`src/design/amt_pkg.sv`:
```
// Package for the adaptive mean threshold block: sizes, register indexes,
// payload structs, controller states and command/status structs. No dependencies.
`default_nettype none
package amt_pkg;
  localparam int MaxWidth      = 1024;
  localparam int MaxHeight     = 1024;
  localparam int MaxHalfWindow = 8;
  localparam int WinSide       = 2 * MaxHalfWindow + 1;
  localparam int StoreDepth    = WinSide * MaxWidth;
  localparam int AddrW         = $clog2(StoreDepth);
  localparam int CoordW        = $clog2(MaxWidth > MaxHeight ? MaxWidth : MaxHeight) + 1;
  localparam int CountW        = 21;
  localparam int SumW          = 8 + $clog2(WinSide * WinSide + 1);
  localparam int CntW          = $clog2(WinSide * WinSide + 1);
  localparam int HalfW         = 4;
  localparam int QuotW         = 8;
  localparam logic [7:0] ThreshOffset = 8'd10;
  localparam logic [7:0] LevelHigh    = 8'd255;

  localparam logic [1:0] RegWidth  = 2'd0;
  localparam logic [1:0] RegHeight = 2'd1;
  localparam logic [1:0] RegHalf   = 2'd2;

  localparam logic CmdPush  = 1'b0;
  localparam logic CmdFlush = 1'b1;

  typedef struct packed {
    logic       command;
    logic [7:0] pixel_in;
  } in_item_t;

  typedef struct packed {
    logic [7:0] pixel_out;
    logic       frame_last;
  } out_item_t;

  typedef enum logic [2:0] {
    ST_IDLE, ST_SETUP, ST_ACCUM, ST_DIVIDE, ST_DECIDE, ST_OUTPUT
  } state_t;

  // Commands from the controller to the datapath.
  typedef struct packed {
    logic setup;     // latch the window bounds of the next result
    logic accum;     // read one window pixel and advance the scan
    logic div_start; // load the divider
    logic div_step;  // one restoring step
    logic decide;    // compare and register the result
  } dp_cmd_t;

  // Status from the datapath to the controller.
  typedef struct packed {
    logic scan_done;
    logic div_done;
  } dp_stat_t;
endpackage
`default_nettype wire

```
`src/design/amt_ctrl.sv`:
```
// Controller of the adaptive mean threshold block: sequences window
// accumulation, division and decision. Depends on amt_pkg.
`default_nettype none
module amt_ctrl (
  input  wire               clk,
  input  wire               rst,
  input  wire               start,
  input  wire               out_free,
  input  amt_pkg::dp_stat_t stat,
  output amt_pkg::dp_cmd_t  cmd,
  output logic              busy
);
  import amt_pkg::*;

  state_t state, state_next;

  // Hold the state register.
  always_ff @(posedge clk) begin
    if (rst) state <= ST_IDLE;
    else     state <= state_next;
  end

  // Advance through one result.
  always_comb begin
    state_next = state;
    cmd = '0;
    busy = 1'b1;
    case (state)
      ST_IDLE: begin
        busy = 1'b0;
        if (start) state_next = ST_SETUP;
      end
      ST_SETUP: begin
        cmd.setup = 1'b1;
        state_next = ST_ACCUM;
      end
      ST_ACCUM: begin
        cmd.accum = 1'b1;
        if (stat.scan_done) state_next = ST_DIVIDE;
      end
      ST_DIVIDE: begin
        cmd.div_start = 1'b1;
        state_next = ST_DECIDE;
      end
      ST_DECIDE: begin
        if (!stat.div_done) cmd.div_step = 1'b1;
        else state_next = ST_OUTPUT;
      end
      ST_OUTPUT: begin
        if (out_free) begin
          cmd.decide = 1'b1;
          state_next = ST_IDLE;
        end
      end
      default: state_next = ST_IDLE;
    endcase
  end
endmodule
`default_nettype wire

```
`config.mk`:
```
export PLATFORM = sky130hd
export DESIGN_NAME = amt_ctrl
export DESIGN_NICKNAME = d
export VERILOG_FILES = /design/src/design/amt_pkg.sv /design/src/design/amt_ctrl.sv
export SDC_FILE = /design/constraint.sdc
export NUM_CORES = 1
export LEC_CHECK = 0
export ABC_AREA = 1
export BUFFER_PORTS_ARGS = -buffer_cell sky130_fd_sc_hd__buf_2
export CAP_MARGIN = 10
export CORE_AREA = 2 2 39 41
export CTS_BUF_LIST = sky130_fd_sc_hd__clkbuf_16
export DETAILED_ROUTE_END_ITERATION = 8
export DIE_AREA = 0 0 41 43
export PLACE_DENSITY = 0.44
export SLEW_MARGIN = 20
export SYNTH_ARGS = -nofsm -noshare
export SYNTH_HDL_FRONTEND = slang
export SYNTH_SLANG_ARGS = --single-unit
export TNS_END_PERCENT = 100
```
`constraint.sdc`:
```
create_clock -name clk -period 0.9 [get_ports clk]
set_clock_uncertainty 0.05 [all_clocks]
set_input_delay 0.045 -clock clk [delete_from_list [all_inputs] [get_ports clk]]
set_output_delay 0.045 -clock clk [all_outputs]
set_load 0.05 [all_outputs]
```
* Yosys cells after proc, flatten, opt, wreduce, memory -nomap -nowiden *
Cells that the tools add are included.

storage, ports and cells
  bits in registers = 3
  input port bits = 6

cells by class
  equality and inequality tests = 9
  mux-type cells = 13
  reductions and logical operators = 2

operators by type and width
  kind                                                 count
  one-hot mux 3 bit (6 select lines)                   1
  two-way mux 3 bit                                    4
  two-way mux 1 bit                                    8
  inequality test 2 bit, second input constant         4
  equality test 3 x 2 -> 1 bit, second input constant  2
  equality test 3 bit, second input constant           2
  AND reduction 4 bit                                  1
  equality test 3 x 1 -> 1 bit, second input constant  1
  zero test 3 bit                                      1

* Longest topological paths before layout *
  depth after elaboration = 3
  depth in mapped cells = 7
  mapped depth without buffers = 7

* Worst setup path after synthesis *
OpenSTA, ideal clock, no wires.

  path type = reg-to-reg
  start = reg state[0]
  end = reg state[1]
  setup time = 63 ps
  arrival = 1774 ps
  required time = 787 ps
  path slack = -988 ps
  stages on the path, launching flop included = 4
  period minus slack after synthesis = 1888 ps
  path through = dfxtp_1 > inv_1 > nor3_1 > o21ba_1

between the ends
  longest elaborated chain between the ends = 3

ends and longest elaborated chain
  element                                                     line            RTL
  start: declaration                                          amt_ctrl.sv:15  state_t state, state_next;
  start signal: assignment                                    amt_ctrl.sv:20  else state <= state_next;
  equality test 3 x 2 -> 1 bit, or another cell as far along  amt_ctrl.sv:28  case (state)
  inequality test 2 bit (no source line)                      n/a
  AND reduction 4 bit (no source line)                        n/a

Parallel ways exist; a longest one is shown, timed or not.
A chain may end at the register's enable or synchronous reset.

==> impl_results.md <==
* HPWL after DPL at roughly 470 um
* DP Area at between 300 and 400 um2
* Final net count at 62
* Vias in the first global route at approximately 290
* Max reg flops at 3
* Worst path arrival time at 1.09 ns
* Hold path depth at 4
* Bufs on Longest Clock Path at 2
* Outcome: complete, but fails checks
* Post-synthesis mux area share at 0%
* Worst r2r src: state[1]$_SDFFE_PP0P_
* Cell area after synthesis at 221 um2
* WS Path Type: reg -> out
* Area grow syn2layout at 150%
* Failing checks: setup timing
* Fin crit share at 132%
* Initial Util at 16.0%
* Buffers on Ports at 11
* Leak at 0.249 nW
* Final Critical Period at 1.19 ns
* Vias/cell at 4.01
* Setup crit start: state[2]$_SDFFE_PP0P_
* Req. time, crit path at 0.81 ns
* Initial DRC count at 1
* GRT overflow at 0
* Via count at around 290
* Final-report max-slew violation count at 0
* Critical Path Max Stage Delay at between 0.3 and 0.4 ns
* Main combinational cell family by area after synthesis: simple AND/OR/NAND/NOR gates
* First-pass GRT wire length at 1160 um
* Final Wtd Congestion at 0.711
* Reg2reg path depth at 7
* Crit end category: output pin
* Syn Nets at 39
* Final core utilization at 40.1%
* Clock-pin slew on the worst setup and hold paths at 0.03 ns
* IO Pins at 12
* Slew headroom at 87.4%
* Hold EP: state[0]$_SDFFE_PP0P_
* Share of layout cells above drive strength 1 at 70.9%
* Routed len/inst at 9.62 um
* Clock Sinks at 3
* TritonRoute pass-1 iters at 2
* Post-route insts no fill at 71
* Dpl cells at 64
* Largest registers: state (3)
* Synth Area in XOR/XNOR at 0%
* RSZ-0062 raised after global routing: true
* Hold Crit Class: in -> reg
* CTS tree: built
* Worst vdd ir at 1150 uV
* Htree depth at 1
* Hold path start: out_free
* Worst setup margin at -0.287 ns
* CP Launch Type: flip-flop
* Skew-Pair Late Insertion Delay at 0.23 ns
* Synth Area per Inst at 6.71 um2
* Worst r2r dst: state[2]$_SDFFE_PP0P_
* Core area at 0.00138 mm2
* Final WL at 683 um
* Adder-cell area share of the yosys netlist at 0%
* Die height at about 43 um
* Crit path cell chain: buf_12 -> nor3_4 -> buf_6
* Slew @ Worst Pin at 0.189 ns
* Root Buffer: clkbuf_16
* Rows at 14
* Flop and latch count out of synthesis at 3
* Die area at 0.00176 mm2
* ANT cells at 0
* Worst reg2reg setup slack at -0.21 ns
* DIE WIDTH at between 40 and 50 um
* Compound-cell area share of the yosys netlist at 13.6%
* Post-route DRC at 0
* Maximum clock rate at 842 MHz
* Largest Register: state
* Largest net degree at the start of global routing at 6
* Ys Warns at 0
* Antenna-violating nets left at 0
* Number of CTS-inserted buffers at 3
* CP Buf/Inv Count at 2
* Register area at 71.3 um2
* Seq/Total Area, Yosys at 27.1%
* Simple-gate share of the synthesized area at 47.5%
* Overall power at between 1 and 1.5 mW
* Synth cell types at 14
* Top Family by Delay on Critical Path: flip-flops
* Critical-path maximum fanout at 4
* Final Hold Vio Count at 0
* Tot GR Track Use at approximately a tenth
* Gate count of the mapped netlist at 33
* Fill cell count at 153
* Power per standard cell area at 2500 mW/mm2
* Initial antenna violation count at 0
* Maxcap violations at 0
* Fin area at around 550 um2
* Multi-input gate area at 190 um2
* Count of final setup violators at 9
* CP max stage cell: dfxtp_4
-- cell type report --
class | instances | area share [%]
inverter | 7 | 4.74
tap | 16 | 3.61
clock inverter | 1 | 0.677
clock buffer | 3 | 13.5
multi-input combinational | 23 | 34.3
timing repair buffer | 18 | 30.2
sequential | 3 | 12.9
-- per-layer routing --
metal	global-route usage (%)	up-vias	routed length (um)
li1	-	149	-
met1	13.2	124	296
met2	13.1	10	325
met3	6.28	2	45
met4	6.00	0	16
met5	0	-	0
-- worst max-delay path by stage --
stage / to / slack [ns] / cells past startpoint
2_1_floorplan: state[2]$_SDFFE_PP0P_ / -0.31 / 6
3_3_place_gp: cmd[1] / -0.18 / 4
3_5_place_dp: cmd[1] / -0.17 / 4
4_1_cts: cmd[4] / -0.28 / 3
5_1_grt: cmd[4] / -0.33 / 3
6_report: cmd[4] / -0.29 / 3
-- cell usage after synthesis --
library cell	number	area (um2)
o21ba_1	1	10.0
nand3b_1	1	7.51
nand2_2	1	6.26
nand3_2	1	10.0
nor3_1	1	5.00
nor2_1	4	15.0
nand3_1	3	15.0
nor2_2	2	12.5
o21ai_0	1	5.00
nor2_4	2	22.5
inv_1	7	26.3
dfxtp_1	3	60.1
nand2_1	3	11.3
a21oi_1	3	15.0
-- what timing repair did --
item                                    4_1_cts  5_1_grt
setup buffers                                 3        1
hold endpoints to repair                      2        0
pin swaps                                     4        3
gates resized for setup                      17        3
hold buffers                                  1        0
endpoints found under the setup margin        9        9
-- layout by cell type, fill, tap and decap left out --
cell and count:
buf_6 8, nor2_4 6, inv_1 5, buf_2 5, inv_2 3, clkbuf_16 3, buf_4 3, dfxtp_4 3
nand2_1 2, nand3_2 2, nand3_1 2, a21oi_1 2, nand2_4 1, nor3_4 1, nand2_2 1, nor2_1 1
nand3b_1 1, nor2_2 1, a21oi_2 1, o21ba_1 1, o21ai_0 1, dlygate4sd3_1 1, buf_12 1
-- power breakdown --
group	switching (mW)	leakage (nW)	total [mW]	internal [mW]
clock	0.135	0.0423	0.709	0.574
sequential	0.0436	0.0267	0.202	0.158
combinational	0.267	0.180	0.474	0.206
total	0.446	0.249	1.38	0.939
-- kinds of logic (layout without fill, tap and decap cells) --
| logic type | Yosys count | after routing |
|---|---|---|
| AO/OA/AOI/OAI | 5 | 5 |
| AND/OR/NAND/NOR | 18 | 18 |
| flip-flops | 3 | 3 |
| buffers and inverters | 7 | 29 |
-- worst min-delay path: cells and delay by family --
family | cells | cell delay (ns)
AOI/OAI and AO/OA | 1 | 0.05
buffers and inverters | 2 | 0.15
and+or+nand+nor | 1 | 0.05
-- per-stage QoR --
| stage | setup TNS, ns | hold slack [ns] | setup slack (ns) |
|---|---|---|---|
| detailed placement | -0.964 | 0.180 | -0.168 |
| floorplan | -1.14 | 0.0544 | -0.314 |
| global placement | -0.983 | 0.179 | -0.179 |
| finish | -1.85 | 0.0649 | -0.287 |
| global route | -2.26 | 0.0740 | -0.326 |
| CTS | -1.93 | 0.0557 | -0.279 |
Note: power is estimated with default switching activity, not from simulation.
